## config.mk

```make
export PLATFORM = sky130hd
export DESIGN_NAME = pba_ctrl
export DESIGN_NICKNAME = d
export VERILOG_FILES = /design/src/pba_pkg.sv /design/src/pba_ctrl.sv
export SDC_FILE = /design/constraint.sdc
export NUM_CORES = 1
export LEC_CHECK = 0
export BUFFER_PORTS_ARGS = -buffer_cell sky130_fd_sc_hd__buf_2
export CAP_MARGIN = 5
export CORE_AREA = 3 3 40 42
export CTS_BUF_LIST = sky130_fd_sc_hd__clkbuf_2 sky130_fd_sc_hd__clkbuf_4 sky130_fd_sc_hd__clkbuf_8
export CTS_CLUSTER_SIZE = 20
export DETAILED_ROUTE_END_ITERATION = 8
export DIE_AREA = 0 0 43 45
export SETUP_SLACK_MARGIN = 0.15
export SYNTH_ARGS = -nofsm -noshare
export SYNTH_HDL_FRONTEND = slang
export SYNTH_SLANG_ARGS = --single-unit
```

## constraint.sdc

```tcl
create_clock -name clk -period 1.4 [get_ports clk]
set_clock_uncertainty 0.15 [all_clocks]
set_input_delay 0.07 -clock clk [delete_from_list [all_inputs] [get_ports clk]]
set_output_delay 0.07 -clock clk [all_outputs]
set_load 0.03 [all_outputs]
```

## src/pba_pkg.sv

```systemverilog
// pba_pkg: shared field widths, request codes and controller/datapath structs
`timescale 1ns / 1ps

package pba_pkg;

    // word field widths
    localparam int REQ_W   = 2;
    localparam int ADDR_W  = 32;
    localparam int LIMIT_W = 17;

    // page_limit after reset
    localparam logic [LIMIT_W-1:0] LIMIT_RESET = 17'd65536;

    // request codes
    localparam logic [REQ_W-1:0] REQ_ALLOC     = 2'd0;
    localparam logic [REQ_W-1:0] REQ_FREE      = 2'd1;
    localparam logic [REQ_W-1:0] REQ_MARK_FREE = 2'd2;
    localparam logic [REQ_W-1:0] REQ_MARK_USED = 2'd3;

    // controller to datapath commands
    typedef struct packed {
        logic in_ready;   // request channel may take a word
        logic init_wr;    // write one all-ones word of the init sweep
        logic load;       // latch the request word
        logic setup;      // compute region end and first word index
        logic rd;         // read the current bitmap word
        logic wr;         // write back the modified bitmap word
        logic next;       // step to the next bitmap word
        logic result;     // load the response register
    } pba_cmd_t;

    // datapath to controller status
    typedef struct packed {
        logic init_last;  // init sweep at its last word
        logic req_valid;  // request word offered
        logic empty;      // region holds no page
        logic is_alloc;   // current request is an alloc
        logic hit;        // free page found in the current word
        logic last_word;  // current word holds the last page of the region
        logic out_free;   // response register can take a word
    } pba_sts_t;

endpackage

```

## src/pba_ctrl.sv

```systemverilog
// pba_ctrl: sequencer for init sweep, request setup and word read-modify-write
`timescale 1ns / 1ps

module pba_ctrl import pba_pkg::*; (
    input  logic     clk,
    input  logic     rst_n,
    input  pba_sts_t sts,
    output pba_cmd_t cmd
);

    localparam logic [2:0] ST_INIT  = 3'd0;
    localparam logic [2:0] ST_IDLE  = 3'd1;
    localparam logic [2:0] ST_SETUP = 3'd2;
    localparam logic [2:0] ST_CHECK = 3'd3;
    localparam logic [2:0] ST_RD    = 3'd4;
    localparam logic [2:0] ST_WR    = 3'd5;
    localparam logic [2:0] ST_DONE  = 3'd6;

    logic [2:0] state_reg;
    logic [2:0] state_next;

    // next state and commands
    always_comb
    begin
        state_next = state_reg;
        cmd        = '0;
        unique case (state_reg)
            ST_INIT:
            begin
                cmd.init_wr = 1'b1;
                if (sts.init_last)
                begin
                    state_next = ST_IDLE;
                end
            end
            ST_IDLE:
            begin
                cmd.in_ready = 1'b1;
                if (sts.req_valid)
                begin
                    cmd.load   = 1'b1;
                    state_next = ST_SETUP;
                end
            end
            ST_SETUP:
            begin
                cmd.setup  = 1'b1;
                state_next = ST_CHECK;
            end
            ST_CHECK:
            begin
                state_next = sts.empty ? ST_DONE : ST_RD;
            end
            ST_RD:
            begin
                cmd.rd     = 1'b1;
                state_next = ST_WR;
            end
            ST_WR:
            begin
                cmd.wr = 1'b1;
                if ((sts.is_alloc && sts.hit) || sts.last_word)
                begin
                    state_next = ST_DONE;
                end
                else
                begin
                    cmd.next   = 1'b1;
                    state_next = ST_RD;
                end
            end
            ST_DONE:
            begin
                if (sts.out_free)
                begin
                    cmd.result = 1'b1;
                    state_next = ST_IDLE;
                end
            end
            default:
            begin
                state_next = ST_IDLE;
            end
        endcase
    end

    // state register
    always_ff @(posedge clk or negedge rst_n)
    begin
        if (!rst_n)
        begin
            state_reg <= ST_INIT;
        end
        else
        begin
            state_reg <= state_next;
        end
    end

endmodule

```

== Yosys cells after proc, flatten, opt, wreduce, memory -nomap -nowiden ==
Index checks and enable logic that the tools add are counted.

* Register bits: 3
* Latch bits: 0
* Bits in writable memories: 0
* Memory bits (read-only): 0
* Bits of input ports: 9
* Output and inout port bits: 8
* Memories kept: 0

* Add/sub/neg operators: 0
* Multiply operators: 0
* Div/mod/pow operators: 0
* Order comparisons: 0
* Equal/unequal tests: 9
* Shift operators: 0
* Muxes and demuxes: 16
* Bitwise logic cells: 0
* Reduce and logical (&&, ||, !) cells: 4

{| class="wikitable"
|+ Operators by type and width
! operator !! number
|-
| 3-bit one-hot mux with 7 select lines || 1
|-
| 3-bit == test (second input constant) || 3
|-
| 1-bit 2-to-1 mux || 9
|-
| 3-bit 2-to-1 mux || 3
|-
| 3-bit by 2-bit == test with 1-bit output (second input constant) || 2
|-
| 2-bit 2-to-1 mux || 3
|-
| 2-bit != test (second input constant) || 3
|-
| 3-bit by 1-bit == test with 1-bit output (second input constant) || 1
|-
| 3-bit zero test || 1
|-
| 3-bit AND reduction || 1
|-
| 1-bit logical AND || 1
|-
| 1-bit logical OR || 1
|}

== Longest topological paths before layout ==
Gate-level depths: netlist (run 1).

* Depth in word-level cells: 4
* Depth in mapped cells: 6
* Depth with buffers taken out: 5

== Worst setup path after synthesis (run 1) ==
OpenSTA, ideal clock, no wires.

* Path type: register -> output
* Start: register state_reg[0]
* End: output port cmd[0] in the netlist's numbering
* Arrival: 1662 ps
* Path slack: -482 ps
* Stages on the path, launching flop included: 3
* Path buffers: 1
* Path through: dfrtp_1 > buf_1 > nor4b_1

{| class="wikitable"
|+ RTL lines
! item !! line !! RTL
|-
| start: declaration || pba_ctrl.sv:19 || <nowiki>logic [2:0] state_reg;</nowiki>
|-
| start signal: assignment || pba_ctrl.sv:96 || <nowiki>state_reg <= state_next;</nowiki>
|-
| end: declaration || pba_ctrl.sv:8 || <nowiki>output pba_cmd_t cmd</nowiki>
|}

==> results of run 1 <==
==> cell usage after synthesis (all sizes together) <==
cell type / n / share of area
buf: 3 / 0.072
dfrtp: 3 / 0.24
inv: 3 / 0.036
nor3: 3 / 0.048
a21oi: 2 / 0.044
a31oi: 1 / 0.020
and2: 1 / 0.024
and3: 1 / 0.020
and4: 1 / 0.028
ha: 1 / 0.040
mux2i: 1 / 0.032
nand2: 1 / 0.012
nand2b: 1 / 0.020
nand3b: 1 / 0.024
nor2: 1 / 0.012
nor2b: 1 / 0.020
nor3b: 1 / 0.060
nor4b: 1 / 0.028
o21ba: 1 / 0.032
o2bb2ai: 1 / 0.028
o31ai: 1 / 0.024
o41ai: 1 / 0.052
or3: 1 / 0.020
or4: 1 / 0.036
xnor2: 1 / 0.028
==> power breakdown <==
group	internal, uW	switching [uW]
registers	119	50.3
clock network	126	48.1
logic	552	480
total	797	578
==> layout by cell type, fill, tap and decap left out <==
| cell type | count |
|---|---|
| ha_1 | 1 |
| nor2b_4 | 1 |
| nand2_1 | 1 |
| inv_2 | 2 |
| o21ba_4 | 1 |
| dfrtp_2 | 1 |
| and3_1 | 1 |
| o41ai_2 | 1 |
| buf_4 | 13 |
| inv_1 | 1 |
| o2bb2ai_1 | 1 |
| nor2_1 | 1 |
| buf_6 | 11 |
| nor3_4 | 3 |
| or3_1 | 1 |
| dlygate4sd3_1 | 1 |
| dfrtp_1 | 2 |
| a21oi_2 | 1 |
| o31ai_1 | 1 |
| a21oi_1 | 1 |
| nor4b_4 | 1 |
| a31oi_1 | 1 |
| nand3b_1 | 1 |
| nor3b_4 | 1 |
| xnor2_1 | 1 |
| nand2b_1 | 1 |
| mux2i_4 | 1 |
| and4_4 | 1 |
| clkbuf_4 | 4 |
| buf_2 | 9 |
| and2_4 | 1 |
| or4_4 | 1 |
==> critical path: stages (launching register included) <==
cell	delay (ns)
dfrtp_2	0.48
buf_4	0.17
buf_6	0.11
and3_1	0.16
buf_4	0.16
==> logic make-up after synthesis <==
family | share of synthesized area
multiplexers | 0.0320
AND/OR/NAND/NOR | 0.352
buffers and inverters | 0.108
flip-flops | 0.240
AO/OA/AOI/OAI | 0.200
adder cells (fa/ha/maj) | 0.0400
XOR/XNOR | 0.0280
==> final cells by class <==
| class | instances | share of cell area |
|---|---|---|
| clock buffer | 4 | 0.0432 |
| inverter | 3 | 0.0162 |
| multi-input combinational | 25 | 0.406 |
| sequential | 3 | 0.110 |
| tap | 15 | 0.0270 |
| timing repair buffer | 34 | 0.397 |
==> per-layer routing <==
| metal | vias up | global-route usage |
|---|---|---|
| met5 | - | 0 |
| met4 | 0 | 0.0723 |
| met3 | 4 | 0.0120 |
| met2 | 8 | 0.222 |
| met1 | 188 | 0.127 |
| li1 | 196 | - |
==> path summary, 6_finish.rpt <==
check                                              start                       end  slack, ns  cells after the start
worst max-delay path            state_reg[2]$_DFFE_PN0P_                    cmd[2]      -0.15                      4
worst min-delay path                               rst_n  state_reg[0]$_DFFE_PN0P_      0.005                      2
worst max register to register  state_reg[2]$_DFFE_PN0P_  state_reg[1]$_DFFE_PN0P_      -0.13                      5
worst min register to register  state_reg[0]$_DFFE_PN0P_  state_reg[1]$_DFFE_PN0P_       0.52                      2
max in group asynchronous                          rst_n  state_reg[2]$_DFFE_PN0P_       0.98                      2
min in group clk                                  sts[0]  state_reg[1]$_DFFE_PN0P_       0.01                      3
==> through the flow <==
stage | hold WS (ns) | setup TNS, ns | instance area (um^2)
final | 0.00472 | -1.18 | 696
after global routing | 0.0163 | -1.98 | 696
after CTS | 0.00643 | -0.982 | 616
after detailed placement | -0.279 | -0.220 | 475
after global placement | -0.279 | -0.179 | 475
after floorplan | -0.376 | -0.908 | 329
==> repair_timing <==
item	in CTS	in global routing
pin swaps	6	3
buffers inserted	4	3
endpoints found under the hold margin	3	0
endpoints found under the setup margin	11	11
gates resized for setup	21	14
hold buffers	1	0
==> metrics.txt, run 1 <==
# TYPE chip_impl_metric gauge
chip_impl_info{name="run_status",value="finished, violations left"} 1
chip_impl_info{name="violations_in_the_final_reports",value="negative setup slack"} 1
chip_impl_metric{name="power_per_unit_of_standard_cell_area",unit="nW/um^2"} 1980
chip_impl_metric{name="layout_cell_share_with_drive_strength_beyond_1",unit=""} 0.768
chip_impl_metric{name="worstPathMaxFanout",unit=""} 8
chip_impl_metric{name="place.detailed.hpwl",unit="um"} 668
chip_impl_metric{name="crit_arrival",unit="ns"} 1.33
chip_impl_metric{name="met2_length",unit="um"} 604
chip_impl_metric{name="viasPerCell",unit=""} 4.71
chip_impl_info{name="critical_path_class",value="reg -> out"} 1
chip_impl_metric{name="met1Wirelength",unit="um"} 374
chip_impl_metric{name="drc_errors",unit=""} 0
chip_impl_metric{name="largest_register_ffs",unit=""} 3
chip_impl_metric{name="final.min_clock_period",unit="ns"} 1.55
chip_impl_metric{name="starting_density",unit=""} 0.243
chip_impl_metric{name="multi_input_area",unit="um^2"} 283
chip_impl_metric{name="timing.final.setup_violations",unit=""} 11
chip_impl_metric{name="antenna_cells",unit=""} 0
chip_impl_metric{name="drt-total-wl",unit="um"} 1030
chip_impl_metric{name="seqCellArea",unit="um^2"} 76.3
chip_impl_metric{name="synthesis.area",unit="um^2"} 313
chip_impl_metric{name="final_cells",unit=""} 84
chip_impl_metric{name="overall_die_height",unit="um"} 45
chip_impl_info{name="critical_path.startpoint_type",value="flop"} 1
chip_impl_metric{name="power.leakage",unit="uW"} 0.000330
chip_impl_info{name="min-delay-path-class",value="in -> async"} 1
chip_impl_metric{name="preCtsSetupSlack",unit="ns"} -0.110
chip_impl_metric{name="post-route-period-util",unit=""} 1.10
chip_impl_metric{name="grt_pass1_wl",unit="um"} 1710
chip_impl_metric{name="postRouteAntennaNets",unit=""} 0
chip_impl_metric{name="drt-pass1-iter-count",unit=""} 1
chip_impl_metric{name="design.final.nets",unit=""} 80
chip_impl_info{name="endpoint_kind",value="output port"} 1
chip_impl_info{name="cts_tree",value="done"} 1
chip_impl_metric{name="design.core.area",unit="um^2"} 1280
chip_impl_metric{name="post_synthesis_sequential_area_ratio",unit=""} 0.240
chip_impl_metric{name="die_area",unit="um^2"} 1940
chip_impl_metric{name="max_slew.worst_pin.slew",unit="ns"} 0.227
chip_impl_metric{name="total_nets_after_synthesis",unit=""} 44
chip_impl_metric{name="grt-ovfl-total",unit=""} 0
chip_impl_metric{name="postSynthCellCount",unit=""} 34
chip_impl_metric{name="fill_cells",unit=""} 107
chip_impl_metric{name="cts.path.max_buffers",unit=""} 2
chip_impl_metric{name="ctsHtreeMaxLevel",unit=""} 1
chip_impl_metric{name="detailroute.wirelength.met3",unit="um"} 18
chip_impl_metric{name="std_cell_rows",unit=""} 13
chip_impl_metric{name="irDropWorstVdd",unit="mV"} 0.756
chip_impl_metric{name="areaGrowthSynthToFinish",unit="%"} 122
chip_impl_metric{name="postSynthRegisterBits",unit=""} 3
chip_impl_metric{name="slew-limit-headroom",unit=""} 0.847
chip_impl_metric{name="place.port_buffers",unit=""} 16
chip_impl_metric{name="io_pins",unit=""} 17
chip_impl_metric{name="syn-mean-instance-area",unit="um^2"} 9.20
chip_impl_metric{name="route.detailed.wl_per_inst",unit="um"} 12.3
chip_impl_metric{name="grt_util_all_layers",unit=""} 0.118
chip_impl_metric{name="chipWidth",unit="um"} 43
chip_impl_metric{name="hold_viol_final",unit=""} 0
chip_impl_metric{name="post_synth_num_cell_types",unit=""} 28
chip_impl_metric{name="dpl_cells",unit=""} 72
chip_impl_info{name="dr.max_layer_used",value="met4"} 1
chip_impl_metric{name="cts_buffers",unit=""} 3
chip_impl_metric{name="cp.required",unit="ns"} 1.18
chip_impl_metric{name="clk-insertion-delay-late",unit="ns"} 0.24
chip_impl_metric{name="via_count",unit=""} 396
chip_impl_metric{name="initial_antenna_violation_count",unit=""} 0
chip_impl_metric{name="drt_iter0_markers",unit=""} 0
chip_impl_metric{name="grt_start_max_net_pins",unit=""} 10
chip_impl_metric{name="place_congestion",unit=""} 0.770
chip_impl_metric{name="finish.utilization",unit=""} 0.541
chip_impl_info{name="rsz0062_at_grt",value="true"} 1
chip_impl_metric{name="vias_in_the_first_global_route",unit=""} 401
chip_impl_metric{name="clk_pin_slew_worst_paths",unit="ns"} 0.04
chip_impl_metric{name="drv.max_cap_violation_count",unit=""} 0
chip_impl_metric{name="final_critical_path_setup_slack",unit="ns"} -0.146
chip_impl_metric{name="clkSinkCount",unit=""} 3
chip_impl_info{name="root_buffer_cell",value="clkbuf_4"} 1
chip_impl_metric{name="totalPowerFinal",unit="uW"} 1380
chip_impl_metric{name="synth.yosys.warnings",unit=""} 0
chip_impl_metric{name="fmax",unit="GHz"} 0.647
chip_impl_metric{name="finalMaxSlewViolations",unit=""} 0
(Power assumes the default switching activity.)
==> run 2, diff against run 1 <==
- CTS_BUF_LIST: sky130_fd_sc_hd__clkbuf_2 sky130_fd_sc_hd__clkbuf_4 sky130_fd_sc_hd__clkbuf_8 -> not set
==> run 2 against run 1 <==
The run still ends with negative setup slack left. Clock power fell by 11%. Setup slack got worse by 0.00075 ns. Power fell by 1.4%.
==> metrics.txt, run 2 (synthesized netlist as in run 1, its figures left out) <==
# TYPE chip_impl_metric gauge
chip_impl_info{name="run_status",value="finished, violations left"} 1
chip_impl_info{name="violations_in_the_final_reports",value="negative setup slack"} 1
chip_impl_metric{name="clk_pin_slew_worst_paths",unit="ns"} 0.04
chip_impl_metric{name="final.min_clock_period",unit="ns"} 1.55
chip_impl_metric{name="viasPerCell",unit=""} 4.69
chip_impl_info{name="worst_setup_path_start",value="state_reg[2]$_DFFE_PN0P_"} 1
chip_impl_info{name="critical_path.reg2reg.startpoint",value="state_reg[2]$_DFFE_PN0P_"} 1
chip_impl_metric{name="power_per_unit_of_standard_cell_area",unit="nW/um^2"} 1960
chip_impl_metric{name="design.core.area",unit="um^2"} 1280
chip_impl_metric{name="drc_errors",unit=""} 0
chip_impl_metric{name="drt-total-wl",unit="um"} 1030
chip_impl_metric{name="vias_in_the_first_global_route",unit=""} 403
chip_impl_metric{name="ctsHtreeMaxLevel",unit=""} 1
chip_impl_metric{name="place_congestion",unit=""} 0.770
chip_impl_metric{name="cts.path.max_buffers",unit=""} 2
chip_impl_metric{name="grt-ovfl-total",unit=""} 0
chip_impl_metric{name="place.detailed.hpwl",unit="um"} 668
chip_impl_metric{name="place.port_buffers",unit=""} 16
chip_impl_metric{name="final_cells",unit=""} 84
chip_impl_metric{name="slew-limit-headroom",unit=""} 0.844
chip_impl_metric{name="layout_cell_share_with_drive_strength_beyond_1",unit=""} 0.754
chip_impl_metric{name="power.leakage",unit="uW"} 0.000326
chip_impl_info{name="root_buffer_cell",value="clkbuf_4"} 1
chip_impl_metric{name="preCtsSetupSlack",unit="ns"} -0.110
chip_impl_metric{name="crit_arrival",unit="ns"} 1.33
chip_impl_info{name="min-delay-path-class",value="in -> async"} 1
chip_impl_metric{name="dpl_cells",unit=""} 72
chip_impl_metric{name="largest_register_ffs",unit=""} 3
chip_impl_info{name="endpoint_kind",value="output port"} 1
chip_impl_metric{name="chipWidth",unit="um"} 43
chip_impl_metric{name="postRouteAntennaNets",unit=""} 0
chip_impl_info{name="layout_common_cells",value="buf_4 (13), buf_6 (11), buf_2 (9)"} 1
chip_impl_metric{name="die_area",unit="um^2"} 1940
chip_impl_metric{name="hold_viol_final",unit=""} 0
chip_impl_metric{name="max_slew.worst_pin.slew",unit="ns"} 0.231
chip_impl_metric{name="drv.max_cap_violation_count",unit=""} 0
chip_impl_metric{name="antenna_cells",unit=""} 0
chip_impl_metric{name="std_cell_rows",unit=""} 13
chip_impl_metric{name="worstPathMaxFanout",unit=""} 8
chip_impl_metric{name="initial_antenna_violation_count",unit=""} 0
chip_impl_metric{name="starting_density",unit=""} 0.243
chip_impl_metric{name="drt_iter0_markers",unit=""} 0
chip_impl_metric{name="cp.required",unit="ns"} 1.18
chip_impl_metric{name="via_count",unit=""} 394
chip_impl_metric{name="overall_die_height",unit="um"} 45
chip_impl_metric{name="fmax",unit="GHz"} 0.647
chip_impl_metric{name="clk-insertion-delay-late",unit="ns"} 0.24
chip_impl_metric{name="drt-pass1-iter-count",unit=""} 1
chip_impl_metric{name="timing.final.setup_violations",unit=""} 11
chip_impl_info{name="critical_path_class",value="reg -> out"} 1
chip_impl_metric{name="irDropWorstVdd",unit="mV"} 0.757
chip_impl_metric{name="areaGrowthSynthToFinish",unit="%"} 121
chip_impl_metric{name="finalMaxSlewViolations",unit=""} 0
chip_impl_info{name="rsz0062_at_grt",value="true"} 1
chip_impl_info{name="critical_path.startpoint_type",value="flop"} 1
chip_impl_metric{name="grt_start_max_net_pins",unit=""} 10
chip_impl_metric{name="grt_pass1_wl",unit="um"} 1710
chip_impl_metric{name="post-route-period-util",unit=""} 1.10
chip_impl_metric{name="clkSinkCount",unit=""} 3
chip_impl_metric{name="cts_buffers",unit=""} 3
chip_impl_metric{name="grt_util_all_layers",unit=""} 0.118
chip_impl_info{name="cts_tree",value="done"} 1
chip_impl_info{name="layout_commonest_cell",value="buf_4"} 1
chip_impl_metric{name="final_critical_path_setup_slack",unit="ns"} -0.146
chip_impl_metric{name="route.detailed.wl_per_inst",unit="um"} 12.3
chip_impl_metric{name="design.final.nets",unit=""} 80
chip_impl_metric{name="io_pins",unit=""} 17
==> run 2: cell counts in the layout (fill, tap and decap cells not counted) <==
No cell type changed its count.
==> run 2: routing by layer <==
layer,vias up,routed length [um],GRT usage
met5,-,0,0
met3,4,18,0.0120
li1,195,-,-
met2,8,606,0.222
met4,0,32,0.0723
met1,187,372,0.127
==> run 2: area by class of cell <==
cell class                      instances  area [um^2]
Timing Repair Buffer                   34          277
Multi-Input combinational cell         25          283
Inverter                                3         11.3
Fill cell                             107          593
Tap cell                               15         18.8
Clock buffer                            4         26.3
Sequential cell                         3         76.3
==> run 2: power by group <==
part           internal, uW  switching, uW  leakage (uW)
Combinational           552            480      0.000274
Sequential              119           49.9     0.0000367
Clock                   107           48.0     0.0000150
Total                   778            578      0.000326
==> run 2: critical path, stage by stage (launching register included) <==
cell and delay, ns:
dfrtp_2 0.48, buf_4 0.17, buf_6 0.11, and3_1 0.16, buf_4 0.16
==> run 2: final timing paths <==
| kind | to | slack (ns) | depth (start not counted) |
|---|---|---|---|
| setup / recovery | cmd[2] | -0.15 | 4 |
| hold / removal | state_reg[0]$_DFFE_PN0P_ | 0.007 | 2 |
| setup reg to reg | state_reg[1]$_DFFE_PN0P_ | -0.13 | 5 |
| hold reg to reg | state_reg[1]$_DFFE_PN0P_ | 0.52 | 2 |
| max in group asynchronous | state_reg[2]$_DFFE_PN0P_ | 0.98 | 2 |
| min in group clk | state_reg[1]$_DFFE_PN0P_ | 0.01 | 3 |
==> run 2: per-stage QoR <==
stage | util | instance area [um^2] | power, uW | hold slack (ns) | TNS (ns)
after floorplan | - | 329 | 620 | -0.376 | -0.908
after global placement | 0.370 | 475 | 847 | -0.279 | -0.179
after detailed placement | 0.370 | 475 | 848 | -0.279 | -0.220
after CTS | 0.476 | 612 | 1210 | 0.00667 | -0.979
after global routing | 0.538 | 692 | 1460 | 0.0152 | -1.99
final | 0.538 | 692 | 1360 | 0.00691 | -1.19
==> run 2: timing repair <==
action | CTS | global route
hold buffers | 1 | 0
setup endpoints to repair | 11 | 11
hold endpoints to repair | 3 | 0
buffers inserted | 4 | 3
gates resized for setup | 21 | 14
pin swaps | 6 | 3
==> run 3, diff against run 2 <==
- GPL_TIMING_DRIVEN: not set -> 0
==> run 3 against run 2 <==
The flow still finishes with violations (negative setup slack). Clock-buffer cell count unchanged. Design area down 6.7%. Critical path depth up 1. Clock power down 3%. Flip-flop and latch count unchanged. Die area unchanged. Largest cell class unchanged. Largest power group unchanged.
==> metrics.txt, run 3 (synthesized netlist as in run 1, its figures left out) <==
# TYPE chip_impl_metric gauge
chip_impl_metric{name="design.final.nets",unit=""} 74
chip_impl_metric{name="overall_die_height",unit="um"} 45
chip_impl_metric{name="cts.path.max_buffers",unit=""} 2
chip_impl_metric{name="worstPathMaxFanout",unit=""} 6
chip_impl_metric{name="drc_errors",unit=""} 0
chip_impl_info{name="endpoint_kind",value="flop"} 1
chip_impl_metric{name="postRouteAntennaNets",unit=""} 0
chip_impl_info{name="cp_common_cell",value="buf_6"} 1
chip_impl_metric{name="power.switching_fraction",unit=""} 0.436
chip_impl_info{name="critical_path_class",value="reg -> reg"} 1
chip_impl_metric{name="final_critical_path_setup_slack",unit="ns"} -0.166
chip_impl_metric{name="grt_util_all_layers",unit=""} 0.112
chip_impl_metric{name="power.leakage",unit="uW"} 0.000290
chip_impl_metric{name="io_pins",unit=""} 17
chip_impl_metric{name="starting_density",unit=""} 0.243
chip_impl_metric{name="power_per_unit_of_standard_cell_area",unit="nW/um^2"} 1960
chip_impl_metric{name="timing.final.setup_violations",unit=""} 9
chip_impl_metric{name="cp.required",unit="ns"} 1.38
chip_impl_metric{name="max_slew.worst_pin.slew",unit="ns"} 0.233
chip_impl_metric{name="antenna_cells",unit=""} 0
chip_impl_info{name="path_cells",value="buf_6 > clkinvlp_4 > buf_6 > or4_4 > o41ai_2"} 1
chip_impl_metric{name="irDropWorstVdd",unit="mV"} 0.677
chip_impl_metric{name="place_congestion",unit=""} 0.724
chip_impl_metric{name="cts_buffers",unit=""} 3
chip_impl_metric{name="areaGrowthSynthToFinish",unit="%"} 106
chip_impl_metric{name="design.core.area",unit="um^2"} 1280
chip_impl_metric{name="finish.utilization",unit=""} 0.502
chip_impl_info{name="root_buffer_cell",value="clkbuf_4"} 1
chip_impl_metric{name="fill_cells",unit=""} 123
chip_impl_info{name="violations_in_the_final_reports",value="negative setup slack"} 1
chip_impl_metric{name="fmax",unit="GHz"} 0.638
chip_impl_metric{name="ctsHtreeMaxLevel",unit=""} 1
chip_impl_metric{name="route.detailed.wl_per_inst",unit="um"} 12.4
chip_impl_info{name="layout_common_cells",value="buf_6 (12), buf_2 (8), buf_4 (7)"} 1
chip_impl_metric{name="clk_pin_slew_worst_paths",unit="ns"} 0.04
chip_impl_metric{name="grt_start_max_net_pins",unit=""} 11
chip_impl_metric{name="drt-total-wl",unit="um"} 966
chip_impl_info{name="cts_tree",value="done"} 1
chip_impl_metric{name="die_area",unit="um^2"} 1940
chip_impl_metric{name="internal_power",unit="uW"} 715
chip_impl_metric{name="post-route-period-util",unit=""} 1.12
chip_impl_info{name="critical_path.startpoint_type",value="flop"} 1
chip_impl_metric{name="final.min_clock_period",unit="ns"} 1.57
chip_impl_metric{name="combinationalPowerShare",unit=""} 0.772
chip_impl_metric{name="p_clk_frac",unit=""} 0.119
chip_impl_metric{name="std_cell_rows",unit=""} 13
chip_impl_info{name="layout_commonest_cell",value="buf_6"} 1
chip_impl_metric{name="crit_arrival",unit="ns"} 1.54
chip_impl_metric{name="totalPowerFinal",unit="uW"} 1270
chip_impl_metric{name="initial_antenna_violation_count",unit=""} 0
chip_impl_info{name="critPathSlowestCell",value="or4_4"} 1
chip_impl_metric{name="clkSinkCount",unit=""} 3
chip_impl_metric{name="seq_power_share",unit=""} 0.110
chip_impl_metric{name="chipWidth",unit="um"} 43
chip_impl_metric{name="seqCellArea",unit="um^2"} 75.1
chip_impl_metric{name="grt_pass1_wl",unit="um"} 1550
chip_impl_metric{name="finalMaxSlewViolations",unit=""} 0
chip_impl_metric{name="psw",unit="uW"} 552
chip_impl_metric{name="clk-insertion-delay-late",unit="ns"} 0.23
chip_impl_metric{name="final.hold.worst_slack",unit="ns"} 0.00730
chip_impl_metric{name="drt-pass1-iter-count",unit=""} 2
chip_impl_metric{name="setup_total_negative_slack",unit="ns"} -1.03
chip_impl_metric{name="viasPerCell",unit=""} 4.73
chip_impl_metric{name="drt_iter0_markers",unit=""} 6
chip_impl_metric{name="largest_register_ffs",unit=""} 3
chip_impl_metric{name="via_count",unit=""} 369
chip_impl_metric{name="crit_path_max_incr_delay",unit="ns"} 0.43
chip_impl_metric{name="grt-ovfl-total",unit=""} 0
chip_impl_metric{name="vias_in_the_first_global_route",unit=""} 373
chip_impl_info{name="rsz0062_at_grt",value="true"} 1
chip_impl_info{name="min-delay-path-class",value="in -> async"} 1
chip_impl_metric{name="layout_cell_share_with_drive_strength_beyond_1",unit=""} 0.746
chip_impl_info{name="run_status",value="finished, violations left"} 1
chip_impl_metric{name="place.port_buffers",unit=""} 16
chip_impl_metric{name="hold_viol_final",unit=""} 0
chip_impl_metric{name="slew-limit-headroom",unit=""} 0.843
chip_impl_metric{name="drv.max_cap_violation_count",unit=""} 0
chip_impl_metric{name="multi_input_area",unit="um^2"} 273
run 3: worst paths after layout:
kind                                          start                        to  slack [ns]  cells after the start
max                        state_reg[1]$_DFFE_PN0P_  state_reg[1]$_DFFE_PN0P_       -0.17                      5
min                                           rst_n  state_reg[2]$_DFFE_PN0P_       0.007                      2
max reg2reg                state_reg[1]$_DFFE_PN0P_  state_reg[1]$_DFFE_PN0P_       -0.17                      5
min reg2reg                state_reg[0]$_DFFE_PN0P_  state_reg[2]$_DFFE_PN0P_        0.58                      3
max in group asynchronous                     rst_n  state_reg[0]$_DFFE_PN0P_        0.99                      2
min in group clk                             sts[0]  state_reg[2]$_DFFE_PN0P_        0.04                      3
run 3: metrics by stage:
| step | worst slack (ns) | cells | cell area, um^2 |
|---|---|---|---|
| floorplan | -0.198 | 34 | 329 |
| global placement | -0.166 | 65 | 428 |
| detailed placement | -0.185 | 65 | 428 |
| CTS | -0.158 | 77 | 614 |
| global route | -0.226 | 78 | 646 |
| finish | -0.166 | 78 | 646 |
run 3: power groups by stage:
stage,clock (uW),sequential [uW],combinational [uW]
CTS,158,145,902
finish,151,139,978
detailed placement,0,144,605
floorplan,0,136,484
global placement,0,143,605
global route,163,142,1040
run 3: metal layers:
metal	GRT usage	routed length [um]	part of all wire
met1	0.114	375	0.39
met2	0.204	525	0.54
met3	0.0120	21	0.022
met4	0.0964	43	0.045
met5	0	0	0
run 3: cell type report:
type / instances / area share
tap: 15 / 0.0291
buffer: 3 / 0.0523
clock buffer: 4 / 0.0407
sequential: 3 / 0.116
inverter: 3 / 0.0233
timing repair buffer: 25 / 0.316
multi-input combinational: 25 / 0.422
run 3: critical path, delay by kind of cell (launching register included):
kind,cells,cell delay (ns)
AO/OA/AOI/OAI,1,0.07
AND/OR/NAND/NOR,1,0.43
buffers and inverters,3,0.49
flip-flops,1,0.33
run 3: repair_timing:
action	in CTS	in global routing
hold buffers	1	0
hold endpoints to repair	3	0
pin swaps	9	1
resized for setup	25	6
setup endpoints to repair	11	11
buffers inserted	7	1
